<file path="config.mk">
export PLATFORM = sky130hd
export DESIGN_NAME = tile_glyph_pixel_generator_top
export DESIGN_NICKNAME = d
export VERILOG_FILES = /design/src/hw/rtl/tgp_pkg.sv /design/src/hw/rtl/tile_glyph_pixel_generator_top.sv /design/src/hw/rtl/tgp_front.sv /design/src/hw/rtl/tgp_div_stage.sv /design/src/hw/rtl/tgp_back.sv
export SDC_FILE = /design/constraint.sdc
export NUM_CORES = 1
export LEC_CHECK = 0
export ABC_AREA = 0
export BUFFER_PORTS_ARGS = -buffer_cell sky130_fd_sc_hd__buf_2
export CORE_ASPECT_RATIO = 2
export CORE_MARGIN = 2
export CORE_UTILIZATION = 47
export DETAILED_ROUTE_END_ITERATION = 8
export PLACE_DENSITY = 0.64
export RECOVER_POWER = 25
export SKIP_CTS_REPAIR_TIMING = 1
export SLEW_MARGIN = 10
export SYNTH_ARGS = -nofsm -noshare
export SYNTH_HDL_FRONTEND = slang
export SYNTH_SLANG_ARGS = --single-unit
</file>
<file path="constraint.sdc">
create_clock -name clk_i -period 7.3 [get_ports clk_i]
set_clock_uncertainty 0.05 [all_clocks]
set_input_delay 1.095 -clock clk_i [delete_from_list [all_inputs] [get_ports clk_i]]
set_output_delay 1.095 -clock clk_i [all_outputs]
set_load 0.05 [all_outputs]
</file>
<file path="src/hw/rtl/tgp_pkg.sv">
package tgp_pkg;

  localparam logic [4:0] TileLast = 5'd30;
  localparam logic [4:0] NumTop   = 5'd12;
  localparam logic [4:0] NumBot   = 5'd18;
  localparam logic [4:0] UnitsCol = 5'd20;
  localparam logic [4:0] LastCol  = 5'd24;
  localparam logic [4:0] DigitW   = 5'd5;

  localparam logic [3:0] ArrowNone = 4'd0;
  localparam logic [3:0] ArrowLast = 4'd8;

  // q / 10 == (q * Recip10) >> 23, exact for all q below 2**22.
  localparam logic [19:0] Recip10   = 20'd838861;
  localparam int          RecipShft = 23;

  // One font row per entry; bit 4 is the leftmost column, a one is a black cell.
  localparam logic [4:0] FontRows [10][7] = '{
    '{5'h0C, 5'h12, 5'h12, 5'h12, 5'h12, 5'h12, 5'h0C},
    '{5'h04, 5'h1C, 5'h04, 5'h04, 5'h04, 5'h04, 5'h1E},
    '{5'h0C, 5'h12, 5'h02, 5'h04, 5'h08, 5'h10, 5'h1E},
    '{5'h0C, 5'h12, 5'h02, 5'h0C, 5'h02, 5'h12, 5'h0C},
    '{5'h02, 5'h06, 5'h0A, 5'h12, 5'h1E, 5'h02, 5'h02},
    '{5'h1E, 5'h10, 5'h10, 5'h1C, 5'h02, 5'h12, 5'h0C},
    '{5'h0C, 5'h12, 5'h10, 5'h1C, 5'h12, 5'h12, 5'h0C},
    '{5'h1E, 5'h02, 5'h04, 5'h04, 5'h08, 5'h08, 5'h08},
    '{5'h0C, 5'h12, 5'h12, 5'h0C, 5'h12, 5'h12, 5'h0C},
    '{5'h0C, 5'h12, 5'h12, 5'h0E, 5'h02, 5'h12, 5'h0C}
  };

  // Arrow patterns; short patterns repeat their last cell.
  localparam logic [4:0] ArrowRow [9][7] = '{
    '{5'd0,  5'd0,  5'd0,  5'd0,  5'd0,  5'd0,  5'd0 },
    '{5'd2,  5'd2,  5'd2,  5'd2,  5'd3,  5'd4,  5'd5 },
    '{5'd1,  5'd2,  5'd2,  5'd3,  5'd3,  5'd3,  5'd3 },
    '{5'd2,  5'd2,  5'd2,  5'd2,  5'd3,  5'd4,  5'd5 },
    '{5'd15, 5'd14, 5'd16, 5'd13, 5'd17, 5'd17, 5'd17},
    '{5'd15, 5'd14, 5'd16, 5'd13, 5'd17, 5'd17, 5'd17},
    '{5'd28, 5'd28, 5'd28, 5'd28, 5'd27, 5'd26, 5'd25},
    '{5'd29, 5'd28, 5'd28, 5'd27, 5'd27, 5'd27, 5'd27},
    '{5'd28, 5'd28, 5'd28, 5'd28, 5'd27, 5'd26, 5'd25}
  };
  localparam logic [4:0] ArrowCol [9][7] = '{
    '{5'd0,  5'd0,  5'd0,  5'd0,  5'd0,  5'd0,  5'd0 },
    '{5'd2,  5'd3,  5'd4,  5'd5,  5'd2,  5'd2,  5'd2 },
    '{5'd15, 5'd14, 5'd16, 5'd13, 5'd17, 5'd17, 5'd17},
    '{5'd27, 5'd26, 5'd25, 5'd24, 5'd27, 5'd27, 5'd27},
    '{5'd1,  5'd2,  5'd2,  5'd3,  5'd3,  5'd3,  5'd3 },
    '{5'd29, 5'd28, 5'd28, 5'd27, 5'd27, 5'd27, 5'd27},
    '{5'd2,  5'd3,  5'd4,  5'd5,  5'd2,  5'd2,  5'd2 },
    '{5'd15, 5'd14, 5'd16, 5'd13, 5'd17, 5'd17, 5'd17},
    '{5'd28, 5'd27, 5'd26, 5'd25, 5'd28, 5'd28, 5'd28}
  };

  // Per-pixel data that travels beside the number through the digit stages.
  typedef struct packed {
    logic       black;
    logic       in_box;
    logic [2:0] k;
    logic [2:0] frow;
    logic [2:0] fcol;
    logic [5:0] color;
  } tgp_side_t;

  // Running quotient and the digit picked up for this pixel.
  typedef struct packed {
    logic [16:0] q;
    logic [3:0]  digit;
    logic        hit;
  } tgp_dig_t;

  function automatic logic tgp_on_arrow(input logic [3:0] kind, input logic [4:0] r,
                                        input logic [4:0] c);
    logic found;
    found = 1'b0;
    if (kind != ArrowNone && kind <= ArrowLast) begin
      for (int i = 0; i < 7; i++) begin
        if (ArrowRow[kind][i] == r && ArrowCol[kind][i] == c) begin
          found = 1'b1;
        end
      end
    end
    return found;
  endfunction

  function automatic logic [4:0] tgp_font_row(input logic [3:0] digit, input logic [2:0] row);
    logic [4:0] bits;
    bits = 5'd0;
    if (digit <= 4'd9 && row <= 3'd6) begin
      bits = FontRows[digit][row];
    end
    return bits;
  endfunction

endpackage

</file>
<file path="src/hw/rtl/tile_glyph_pixel_generator_top.sv">
// Pixel colour generator for one 31x31 map tile.
//
// Input channel: present a pixel's row, column and its tile's attributes
// (fill colour, arrow kind, optional number) and raise start. busy is held
// low, so a word is taken at every rising edge with start high and a new
// pixel may be offered in every cycle.
// Output channel: valid_o is high for exactly one cycle with red_o, green_o
// and blue_o; the word is taken at the edge that ends that cycle. The
// receiver cannot stall the block.
// The result passes through the input register, one divide-by-ten stage per
// decimal digit slot, and the font lookup stage that registers the colour;
// throughput is one pixel per clock.
// Reset: rst_ni clears every valid bit at once; words in flight are dropped.
module tile_glyph_pixel_generator_top import tgp_pkg::*; #(
  parameter int MAX_DIGITS = 5
) (
  input  logic        clk_i,
  input  logic        rst_ni,
  input  logic        start,
  output logic        busy,
  input  logic [4:0]  pixel_row_i,
  input  logic [4:0]  pixel_col_i,
  input  logic [5:0]  tile_color_i,
  input  logic [3:0]  arrow_kind_i,
  input  logic        show_number_i,
  input  logic [16:0] number_i,
  output logic        valid_o,
  output logic [1:0]  red_o,
  output logic [1:0]  green_o,
  output logic [1:0]  blue_o
);

  logic      valid_s [MAX_DIGITS+1];
  tgp_side_t side_s  [MAX_DIGITS+1];
  tgp_dig_t  dig_s   [MAX_DIGITS+1];

  assign busy = 1'b0;

  tgp_front #(
    .MAX_DIGITS(MAX_DIGITS)
  ) u_front (
    .clk_i        (clk_i),
    .rst_ni       (rst_ni),
    .valid_i      (start && !busy),
    .pixel_row_i  (pixel_row_i),
    .pixel_col_i  (pixel_col_i),
    .tile_color_i (tile_color_i),
    .arrow_kind_i (arrow_kind_i),
    .show_number_i(show_number_i),
    .number_i     (number_i),
    .valid_o      (valid_s[0]),
    .side_o       (side_s[0]),
    .dig_o        (dig_s[0])
  );

  for (genvar i = 0; i < MAX_DIGITS; i++) begin : g_div
    tgp_div_stage #(
      .IDX(i)
    ) u_div (
      .clk_i  (clk_i),
      .rst_ni (rst_ni),
      .valid_i(valid_s[i]),
      .side_i (side_s[i]),
      .dig_i  (dig_s[i]),
      .valid_o(valid_s[i+1]),
      .side_o (side_s[i+1]),
      .dig_o  (dig_s[i+1])
    );
  end

  tgp_back u_back (
    .clk_i  (clk_i),
    .rst_ni (rst_ni),
    .valid_i(valid_s[MAX_DIGITS]),
    .side_i (side_s[MAX_DIGITS]),
    .dig_i  (dig_s[MAX_DIGITS]),
    .valid_o(valid_o),
    .red_o  (red_o),
    .green_o(green_o),
    .blue_o (blue_o)
  );

endmodule

</file>
<file path="src/hw/rtl/tgp_front.sv">
module tgp_front import tgp_pkg::*; #(
  parameter int MAX_DIGITS = 5
) (
  input  logic        clk_i,
  input  logic        rst_ni,
  input  logic        valid_i,
  input  logic [4:0]  pixel_row_i,
  input  logic [4:0]  pixel_col_i,
  input  logic [5:0]  tile_color_i,
  input  logic [3:0]  arrow_kind_i,
  input  logic        show_number_i,
  input  logic [16:0] number_i,
  output logic        valid_o,
  output tgp_side_t   side_o,
  output tgp_dig_t    dig_o
);

  localparam logic [2:0] MaxK = 3'(MAX_DIGITS);

  logic       valid_q;
  tgp_side_t  side_d, side_q;
  tgp_dig_t   dig_d, dig_q;
  logic [2:0] k;
  logic [2:0] j;

  // Digit slot counted from the right, and the column within that slot.
  always_comb begin
    if (pixel_col_i >= UnitsCol) begin
      k = 3'd0;
      j = 3'(pixel_col_i - UnitsCol);
    end else if (pixel_col_i >= UnitsCol - DigitW) begin
      k = 3'd1;
      j = 3'(pixel_col_i - (UnitsCol - DigitW));
    end else if (pixel_col_i >= UnitsCol - 5'd2 * DigitW) begin
      k = 3'd2;
      j = 3'(pixel_col_i - (UnitsCol - 5'd2 * DigitW));
    end else if (pixel_col_i >= UnitsCol - 5'd3 * DigitW) begin
      k = 3'd3;
      j = 3'(pixel_col_i - (UnitsCol - 5'd3 * DigitW));
    end else begin
      k = 3'd4;
      j = 3'(pixel_col_i);
    end
  end

  always_comb begin
    side_d.black  = (pixel_row_i == 5'd0) || (pixel_col_i == 5'd0) ||
                    (pixel_row_i >= TileLast) || (pixel_col_i >= TileLast) ||
                    tgp_on_arrow(arrow_kind_i, pixel_row_i, pixel_col_i);
    side_d.in_box = show_number_i && (pixel_row_i >= NumTop) && (pixel_row_i <= NumBot) &&
                    (pixel_col_i <= LastCol) && (k < MaxK);
    side_d.k      = k;
    side_d.frow   = 3'(pixel_row_i - NumTop);
    side_d.fcol   = j;
    side_d.color  = tile_color_i;
    dig_d.q       = number_i;
    dig_d.digit   = 4'd0;
    dig_d.hit     = 1'b0;
  end

  always_ff @(posedge clk_i or negedge rst_ni) begin
    if (!rst_ni) begin
      valid_q <= 1'b0;
    end else begin
      valid_q <= valid_i;
    end
  end

  always_ff @(posedge clk_i) begin
    side_q <= side_d;
    dig_q  <= dig_d;
  end

  assign valid_o = valid_q;
  assign side_o  = side_q;
  assign dig_o   = dig_q;

endmodule

</file>
<file path="src/hw/rtl/tgp_div_stage.sv">
module tgp_div_stage import tgp_pkg::*; #(
  parameter int IDX = 0
) (
  input  logic      clk_i,
  input  logic      rst_ni,
  input  logic      valid_i,
  input  tgp_side_t side_i,
  input  tgp_dig_t  dig_i,
  output logic      valid_o,
  output tgp_side_t side_o,
  output tgp_dig_t  dig_o
);

  logic        valid_q;
  tgp_side_t   side_q;
  tgp_dig_t    dig_d, dig_q;
  logic [36:0] prod;
  logic [13:0] qn;
  logic [16:0] qn10;
  logic [16:0] diff;

  always_comb begin
    prod = 37'(dig_i.q) * 37'(Recip10);
    qn   = prod[36:RecipShft];
    qn10 = 17'({qn, 3'b000}) + 17'({qn, 1'b0});
    diff = dig_i.q - qn10;

    dig_d   = dig_i;
    dig_d.q = 17'(qn);
    // This slot's digit is shown only if the number still has digits left here.
    if (side_i.k == 3'(IDX)) begin
      dig_d.hit   = side_i.in_box && (dig_i.q != 17'd0);
      dig_d.digit = diff[3:0];
    end
  end

  always_ff @(posedge clk_i or negedge rst_ni) begin
    if (!rst_ni) begin
      valid_q <= 1'b0;
    end else begin
      valid_q <= valid_i;
    end
  end

  always_ff @(posedge clk_i) begin
    side_q <= side_i;
    dig_q  <= dig_d;
  end

  assign valid_o = valid_q;
  assign side_o  = side_q;
  assign dig_o   = dig_q;

endmodule

</file>
<file path="src/hw/rtl/tgp_back.sv">
module tgp_back import tgp_pkg::*; (
  input  logic       clk_i,
  input  logic       rst_ni,
  input  logic       valid_i,
  input  tgp_side_t  side_i,
  input  tgp_dig_t   dig_i,
  output logic       valid_o,
  output logic [1:0] red_o,
  output logic [1:0] green_o,
  output logic [1:0] blue_o
);

  logic       valid_q;
  logic [5:0] color_d, color_q;
  logic [4:0] font_bits;
  logic       font_on;

  always_comb begin
    font_bits = tgp_font_row(dig_i.digit, side_i.frow);
    font_on   = font_bits[3'd4 - side_i.fcol];
    if (side_i.black || (dig_i.hit && font_on)) begin
      color_d = 6'd0;
    end else begin
      color_d = side_i.color;
    end
  end

  always_ff @(posedge clk_i or negedge rst_ni) begin
    if (!rst_ni) begin
      valid_q <= 1'b0;
    end else begin
      valid_q <= valid_i;
    end
  end

  always_ff @(posedge clk_i) begin
    color_q <= color_d;
  end

  assign valid_o = valid_q;
  assign red_o   = color_q[5:4];
  assign green_o = color_q[3:2];
  assign blue_o  = color_q[1:0];

endmodule

</file>
==> summary.md, run 1 <==
| Metric | Value |
|---|---|
| Status | `finished clean` |
| Gpl congestion | `0.886` |
| Root Buffer | `clkbuf_16` |
| 1st-iter DRT viols | `521` |
| Fin crit period | `6.75 ns` |
| Detailed Place HPWL | `32,300 um` |
| Mapped Nets | `2,642` |
| Setup_tns | `0 ns` |
| 1st-pass router iterations | `5` |
| Post-Synthesis Cell Area | `0.0193 mm2` |
| Area growth, synth to finish | `7.42%` |
| Max-slew violations | `0` |
| WP buf/inv | `4` |
| Fraction of layout cells with a size suffix above 1 | `4.99%` |
| Critical path's top delay family | `adder cells` |
| Ys flop type | `dfxtp_1` |
| Asr flop ratio synth | `3.66%` |
| Drt total wl | `37,700 um` |
| Via count | `12,800` |
| WL/cell | `14.8 um` |
| Top Ports | `49` |
| CP peak stage delay | `0.57 ns` |
| Final setup vio count | `0` |
| Clk buf depth | `2` |
| Syn. warnings | `0` |
| Rel. slew slack | `52.8%` |
| Die ar. | `0.0427 mm2` |
| Largest net degree at the start of global routing | `29` |
| CORE AREA | `0.0407 mm2` |
| CP Cell Sequence | `inv_1 -> ha_1 -> fa_1 -> inv_1 -> fa_1 -> fa_1 -> inv_1 -> fa_1 -> fa_1 -> inv_1 -> ha_1 -> a21o_1 -> a211o_1 -> a211oi_1 -> o31ai_1 -> and3_4 -> nor2_1 -> xnor2_1 -> ha_1 -> and2_1 -> or4_4 -> a21o_1 -> a21oi_1` |
| Most numerous cell in the Yosys netlist | `ha_1` |
| TritonCTS clock tree | `built` |
| Filler instances | `3,729` |
| Diode count | `0` |
| Total CTS buffers | `17` |
| Worst-path fanout max | `5` |
| Global-route wire length before repair | `65,500 um` |
| Fin nets | `2,680` |
| Mean Syn Cell Area | `9.86 um2` |
| Worst-Skew Late Latency | `0.46 ns` |
| Unrepaired setup endpoints after global routing | `false` |
| Cell count after synthesis | `1,954` |
| Ranking of synthesized cells by instance count | `448 x ha_1, 438 x inv_1, 199 x fa_1` |
| Core Rows | `105` |
| Buffers on Ports | `47` |
| Yosys top cell area share | `29.1%` |
| Top cells by area, synth | `ha_1 29%, fa_1 21%, dfxtp_1 19%` |
| Vias/cell | `5.06` |
| Max-Cap Viols | `0` |
| Hold Crit Start | `g_div[2].u_div.side_o[9]` |
| Startpoint Class | `register` |
| Worst Tran Pin Value | `0.700 ns` |
| Max frequency | `148 MHz` |
| Worst Path Arrival | `7.08 ns` |
| Unique cell type count in the Yosys netlist | `74` |
| Initial antenna violation count | `1` |
| CTS clk-pin slew, worst paths | `0.08 ns` |
| Fin crit share | `92.4%` |
| Area leader, netlist | `ha_1` |
| Post-synth EDFFs | `0` |
| DRC viols | `0` |
| Seq/Total Area, Yosys | `20.0%` |
| Hold Crit Class | `register to register` |
| Crit-path most repeated cell | `fa_1` |
| Die width | `147 um` |
| Crit path capture type | `register` |
| Antenna-violating nets left | `0` |
| WP data required | `7.63 ns` |
| Hold Fails Final Rpt | `0` |
| Critical path class | `register to register` |
| Crit-path slowest cell | `fa_1` |
| Die height | `290 um` |
| Initial Utilization | `47.3%` |
| Grt ovf | `0` |
| Yosys reg bits | `191` |
| CTS Sinks | `191` |
| H-tree Lvls | `4` |
| GRT Total Usage | `18.8%` |
| Reg2Reg Launch Point | `u_front.dig_o[14]` |
| Vias in the first global route | `13,500` |
| Critical Path Start | `u_front.dig_o[14]` |
-- per-stage QoR --
| step | cells | hold slack (ns) | instance area (um2) | setup WS (ns) | utilization [%] |
|---|---|---|---|---|---|
| floorplan | 1954 | 0.260 | 19300 | 0.984 | - |
| global placement | 2508 | 0.260 | 20100 | 0.738 | 49.3 |
| detailed placement | 2508 | 0.262 | 20100 | 0.583 | 49.3 |
| CTS | 2540 | 0.278 | 20700 | 0.536 | 50.8 |
| global route | 2540 | 0.284 | 20700 | 0.161 | 50.8 |
| finish | 2540 | 0.275 | 20700 | 0.552 | 50.8 |
-- worst reg2reg max path, stage by stage (launching register included) --
cell and delay [ns]:
dfxtp_1 0.40, inv_1 0.10, ha_1 0.35, fa_1 0.57, inv_1 0.07, fa_1 0.53, fa_1 0.56, inv_1 0.05
fa_1 0.50, fa_1 0.54, inv_1 0.04, ha_1 0.30, a21o_1 0.18, a211o_1 0.31, a211oi_1 0.23, o31ai_1 0.19
and3_4 0.24, nor2_1 0.11, xnor2_1 0.15, ha_1 0.28, and2_1 0.16, or4_4 0.42, a21o_1 0.20, a21oi_1 0.13
-- flip-flops by register name (all words and copies together) (netlist names) --
signal / flops
g_div.u_div.valid_o: 5
u_back.valid_o: 1
u_back.color_q: 6
u_front.valid_o: 1
g_div.u_div.side_o: 81
g_div.u_div.dig_o: 63
u_front.side_o: 17
u_front.dig_o: 17
-- metal layers --
| layer | wire length (um) | track usage, % |
|---|---|---|
| met5 | 10 | 0 |
| met4 | 1190 | 6.24 |
| met3 | 1000 | 2.72 |
| met2 | 18500 | 32.1 |
| met1 | 17000 | 24.4 |
-- layout by cell type, fill, tap and decap left out, types with 12 or more instances in the layout --
cell / instances
a31oi_1: 18
a21o_1: 18
o21ai_0: 62
ha_1: 448
inv_1: 438
nor2_1: 59
xnor2_1: 55
dfxtp_1: 184
xor2_1: 29
nand3_1: 22
o21a_1: 12
buf_2: 47
clkbuf_16: 17
a21oi_1: 78
nor3_1: 16
nand2_1: 74
fa_1: 199
o211ai_1: 13
nand2b_1: 14
and2_1: 12
-- kinds of logic after synthesis --
group / Yosys count / share of synthesized area (%)
fa+ha+maj: 647 / 49.8
buf+inv: 468 / 9.17
compound gates: 282 / 9.40
simple gates: 272 / 7.19
flops: 191 / 20.0
xor+xnor: 85 / 3.93
mux: 8 / 0.500
other cells: 1 / 0.0195
-- cell type report --
| class | instances | area, um2 | area share, % |
|---|---|---|---|
| clock inverter | 15 | 206 | 0.997 |
| sequential | 191 | 3860 | 18.6 |
| multi-input combinational | 1295 | 13600 | 65.9 |
| inverter | 438 | 1640 | 7.94 |
| clock buffer | 17 | 425 | 2.06 |
| tap | 535 | 669 | 3.23 |
| timing repair buffer | 49 | 250 | 1.21 |
-- worst paths after layout --
check	end	slack (ns)	cells after the start
worst min register to register	g_div[3].u_div.side_o[9]	0.27	0
max in group asynchronous	g_div[4].u_div.valid_o	6.64	1
worst max register to register	g_div[0].u_div.dig_o[4]	0.55	23
worst max-delay path	g_div[0].u_div.dig_o[4]	0.55	23
min in group asynchronous	u_back.valid_o	0.41	1
worst min-delay path	g_div[3].u_div.side_o[9]	0.27	0
Power of run 1 is left out: the tool's default activity adds up to more than one toggle a clock period on the data nets, which glitch-free logic cannot reach.
==> inputs of run 2 (changes only) <==
CORE_ASPECT_RATIO = default   (was 2)
==> run 2 against run 1 <==
Worst setup slack worse by 0.072 ns. Final cell count down 0.20%. Fmax down 1.1%. Non-clock buffer count down 2. Cell area about the same. Register-to-register slack lost 0.07 ns. Via count barely moved. Critical endpoint unchanged. Highest routed layer unchanged.
==> summary.md, run 2 (synthesized netlist as in run 1, its figures left out) <==
| Metric | Value |
|---|---|
| H-tree Lvls | `4` |
| Max-slew violations | `0` |
| Crit path capture type | `register` |
| Die ar. | `0.0426 mm2` |
| Via count | `12,800` |
| Worst Path Arrival | `7.14 ns` |
| CTS clk-pin slew, worst paths | `0.08 ns` |
| Hold Crit Start | `g_div[2].u_div.side_o[11]` |
| 1st-pass router iterations | `5` |
| Vias/cell | `5.06` |
| Wire length on met2 | `19,000 um` |
| Diode count | `0` |
| Root Buffer | `clkbuf_16` |
| Die width | `206 um` |
| Crit-path slowest cell | `fa_1` |
| Finished Layout Cells | `2,535` |
| CORE AREA | `0.0406 mm2` |
| Rel. slew slack | `37.9%` |
| Buffers on Ports | `47` |
| Hold WS | `0.275 ns` |
| Worst Tran Pin Value | `0.929 ns` |
| Most common cell after layout, fill and taps aside | `ha_1` |
| Post-Place Cells | `2,503` |
| Initial Utilization | `47.4%` |
| Critical path's top delay family | `adder cells` |
| Fin nets | `2,678` |
| Fraction of layout cells with a size suffix above 1 | `4.84%` |
| 1st-iter DRT viols | `671` |
| Setup_tns | `0 ns` |
| Hold Fails Final Rpt | `0` |
| Largest net degree at the start of global routing | `29` |
| Crit-path most repeated cell | `fa_1` |
| Area growth, synth to finish | `7.32%` |
| Top layer in use | `met5` |
| Max reg flops | `81` |
| Die height | `206 um` |
| Top Ports | `49` |
| CTS Sinks | `191` |
| TritonCTS clock tree | `built` |
| Total CTS buffers | `17` |
| Detailed Place HPWL | `33,200 um` |
| Fin crit share | `93.4%` |
| WL/cell | `15.2 um` |
| WP data required | `7.62 ns` |
| DRC viols | `0` |
| Drt total wl | `38,600 um` |
| Status | `finished clean` |
| Initial antenna violation count | `1` |
| Critical Path Start | `u_front.dig_o[14]` |
| CP Cell Sequence | `inv_1 -> ha_1 -> fa_1 -> inv_1 -> fa_1 -> fa_1 -> inv_1 -> fa_1 -> fa_1 -> inv_1 -> ha_1 -> a21o_1 -> a211o_1 -> a211oi_1 -> o31ai_1 -> and3_4 -> nor2_1 -> xnor2_1 -> ha_1 -> and2_1 -> or4_4 -> a21o_1 -> a21oi_1` |
| Vias in the first global route | `13,400` |
| Worst-Skew Late Latency | `0.44 ns` |
| DRT met1 WL | `18,100 um` |
| Commonest cells after routing, fill and taps aside | `448 x ha_1, 438 x inv_1, 199 x fa_1` |
| CP peak stage delay | `0.57 ns` |
| Worst-path fanout max | `5` |
| Gpl congestion | `0.906` |
| Post-DP Area | `0.0200 mm2` |
| Clk buf depth | `2` |
| Reg2Reg Launch Point | `u_front.dig_o[14]` |
| Hold Crit Class | `register to register` |
| Max frequency | `147 MHz` |
| Critical path class | `register to register` |
| Final Cell Area | `0.0207 mm2` |
| Global-route wire length before repair | `65,400 um` |
| Grt ovf | `0` |
| Antenna-violating nets left | `0` |
| Fin crit period | `6.82 ns` |
| Max-Cap Viols | `0` |
| Final setup vio count | `0` |
| Startpoint Class | `register` |
| WP buf/inv | `4` |
| Unrepaired setup endpoints after global routing | `false` |
| GRT Total Usage | `19.1%` |
| Core Rows | `74` |
| Routed wl met3 | `838 um` |
==> run 2: worst paths after layout <==
check,endpoint,slack [ns],depth (start not counted)
worst max-delay path,g_div[0].u_div.dig_o[4],0.48,23
worst min-delay path,g_div[3].u_div.side_o[11],0.28,0
worst max register to register,g_div[0].u_div.dig_o[4],0.48,23
worst min register to register,g_div[3].u_div.side_o[11],0.28,0
max in group asynchronous,g_div[4].u_div.valid_o,6.60,1
min in group asynchronous,u_back.valid_o,0.43,1
==> run 2: area by class of cell <==
type	instances	area, um2
inverters	438	1640
flip-flops and latches	191	3860
repair buffers	47	235
well taps	532	666
multi-input cells	1295	13600
clock inverters	13	190
fillers	3733	20000
clock buffers	19	443
==> run 2: worst reg2reg max path, cell delays in order (launching register included) <==
cell      delay [ns]
dfxtp_1         0.42
inv_1           0.10
ha_1            0.33
fa_1            0.57
inv_1           0.07
fa_1            0.53
fa_1            0.57
inv_1           0.05
fa_1            0.50
fa_1            0.54
inv_1           0.04
ha_1            0.30
a21o_1          0.18
a211o_1         0.30
a211oi_1        0.28
o31ai_1         0.23
and3_4          0.24
nor2_1          0.11
xnor2_1         0.15
ha_1            0.29
and2_1          0.16
or4_4           0.41
a21o_1          0.19
a21oi_1         0.13
==> run 2: metal layers <==
| metal | vias up | track usage, % |
|---|---|---|
| met5 | - | 0 |
| met4 | 2 | 4.21 |
| met3 | 39 | 2.79 |
| met2 | 159 | 33.2 |
| met1 | 6158 | 25.2 |
| li1 | 6479 | - |
==> run 2: metrics by stage <==
| step | setup WS, ns | utilization (%) |
|---|---|---|
| CTS | 0.451 | 50.9 |
| finish | 0.480 | 50.9 |
| global route | 0.0945 | 50.9 |
| detailed placement | 0.471 | 49.3 |
| floorplan | 0.984 | - |
| global placement | 0.690 | 49.3 |
Power of run 2 is left out for the same reason.
==> inputs of run 3 (changes only) <==
PLACE_DENSITY = 0.63   (was 0.64)
SYNTH_HIERARCHICAL = 1   (was default)
==> run 3 against run 2 <==
Non-clock buffer count grew 1. Register-to-register slack improved by 0.17 ns. Final cell count up 54%. Core utilization fell by 0.36 points. Critical path depth grew 1. Routed wire length grew 66%. Global-route usage grew 1.4 points. Sequential cell count grew 18. Worst setup slack better by 0.17 ns. Clock-buffer cell count rose by 13.
==> summary.md, run 3 <==
| Metric | Value |
|---|---|
| Status | `finished clean` |
| Initial antenna violation count | `1` |
| Final Cell Area | `0.0318 mm2` |
| Core Rows | `92` |
| TritonCTS clock tree | `built` |
| Via count | `19,700` |
| Mean Syn Cell Area | `9.97 um2` |
| Max frequency | `150 MHz` |
| Antenna-violating nets left | `0` |
| Worst Tran Pin Value | `0.834 ns` |
| Most used routing layer | `met2` |
| Most common cell after layout, fill and taps aside | `inv_1` |
| Worst-Skew Late Latency | `0.55 ns` |
| Detailed Place HPWL | `57,200 um` |
| CP Cell Sequence | `inv_1 -> ha_1 -> fa_1 -> fa_1 -> fa_1 -> inv_1 -> fa_1 -> fa_1 -> inv_1 -> ha_1 -> a211o_1 -> o211ai_1 -> a21oi_1 -> o21ai_0 -> o21ai_0 -> nor3_1 -> xnor2_1 -> ha_1 -> a21oi_1 -> nand3_1 -> o311ai_0 -> a311oi_1 -> xnor2_1 -> o21ai_1` |
| CP peak stage delay | `0.55 ns` |
| Final worst setup slack | `0.646 ns` |
| Vias in the first global route | `21,900` |
| Hold Fails Final Rpt | `0` |
| GRT Total Usage | `20.5%` |
| Rel. slew slack | `43.7%` |
| Die width | `256 um` |
| Largest net degree at the start of global routing | `32` |
| Root Buffer | `clkbuf_16` |
| Gpl congestion | `0.911` |
| Unrepaired setup endpoints after global routing | `false` |
| Hold Crit Class | `register to register` |
| Crit path capture type | `register` |
| Worst Path Arrival | `7.05 ns` |
| Setup_tns | `0 ns` |
| Crit-path slowest cell | `fa_1` |
| Syn. warnings | `6` |
| Top Ports | `49` |
| Die ar. | `0.0655 mm2` |
| Post-Synthesis Cell Area | `0.0298 mm2` |
| Grt ovf | `0` |
| Initial Utilization | `47.4%` |
| Critical path class | `register to register` |
| Commonest cells after routing, fill and taps aside | `789 x inv_1, 684 x ha_1, 400 x fa_1` |
| Clk buf depth | `3` |
| CTS Sinks | `209` |
| Max-Cap Viols | `0` |
| H-tree Lvls | `1` |
| WP data required | `7.69 ns` |
| Fin nets | `4,156` |
| Global-route wire length before repair | `110,000 um` |
| Buffers on Ports | `47` |
| 1st-pass router iterations | `7` |
| Grt met1 use | `27.2%` |
| Critical path's top delay family | `adder cells` |
| Fin crit share | `91.2%` |
| Max-slew violations | `0` |
| Crit-path most repeated cell | `fa_1` |
| Place WS | `0.667 ns` |
| M3 GR Usage | `2.12%` |
| Die height | `256 um` |
| 1st-iter DRT viols | `980` |
| Area growth, synth to finish | `6.49%` |
| Filler instances | `5,811` |
| Diode count | `0` |
| Vias/cell | `5.05` |
| Drt total wl | `64,100 um` |
| Post-DP Area | `0.0308 mm2` |
| WP buf/inv | `3` |
| WL/cell | `16.5 um` |
| Cell count after synthesis | `2,992` |
| Met2 GRT Util | `36.7%` |
| Fraction of layout cells with a size suffix above 1 | `5.38%` |
| Worst-path fanout max | `4` |
| Fin crit period | `6.65 ns` |
| Final setup vio count | `0` |
| Startpoint Class | `register` |
| CORE AREA | `0.0629 mm2` |
| CTS clk-pin slew, worst paths | `0.06 ns` |
| DRC viols | `0` |
| Total CTS buffers | `26` |
[run 3: per-stage QoR]
| stage | utilization [%] | hold slack, ns | std cells |
|---|---|---|---|
| 5_1_grt | 50.5 | 0.278 | 3895 |
| 3_5_place_dp | 49.1 | 0.262 | 3849 |
| 2_1_floorplan | - | 0.260 | 3004 |
| 4_1_cts | 50.5 | 0.260 | 3895 |
| 3_3_place_gp | 49.1 | 0.260 | 3849 |
| 6_report | 50.5 | 0.263 | 3895 |
[run 3: worst paths after layout]
path,from,endpoint,slack (ns),cells past startpoint
worst max-delay path,g_div[1].u_div/dig_o[7],g_div[2].u_div/dig_o[4],0.65,24
worst max register to register,g_div[1].u_div/dig_o[7],g_div[2].u_div/dig_o[4],0.65,24
worst min register to register,g_div[1].u_div/side_o[0],g_div[2].u_div/side_o[0],0.26,0
min in group asynchronous,rst_ni,g_div[2].u_div/valid_o,0.32,1
worst min-delay path,g_div[1].u_div/side_o[0],g_div[2].u_div/side_o[0],0.26,0
max in group asynchronous,rst_ni,g_div[0].u_div/valid_o,6.73,1
[run 3: area by class of cell]
cell class,count,area [um2],share of cell area (%)
Clock buffer,32,683,2.15
Clock inverter,14,231,0.729
Inverter,793,2980,9.37
Multi-Input combinational cell,1953,22300,70.4
Sequential cell,209,4220,13.3
Tap cell,846,1060,3.33
Timing Repair Buffer,48,243,0.765
[run 3: metal layers]
layer	part of all wire (%)	wire (um)
met5	0	0
met4	1.8	1130
met1	46	29300
met2	49	31600
met3	3.4	2180
[run 3: worst register-to-register path: stages (launching register included)]
cell and delay (ns):
dfxtp_1 0.40, inv_1 0.16, ha_1 0.38, fa_1 0.55, fa_1 0.53, fa_1 0.49
inv_1 0.05, fa_1 0.50, fa_1 0.53, inv_1 0.04, ha_1 0.33, a211o_1 0.30
o211ai_1 0.09, a21oi_1 0.10, o21ai_0 0.15, o21ai_0 0.22, nor3_1 0.29, xnor2_1 0.16
ha_1 0.35, a21oi_1 0.11, nand3_1 0.09, o311ai_0 0.13, a311oi_1 0.32, xnor2_1 0.16
o21ai_1 0.07
Power of run 3 is left out for the same reason.
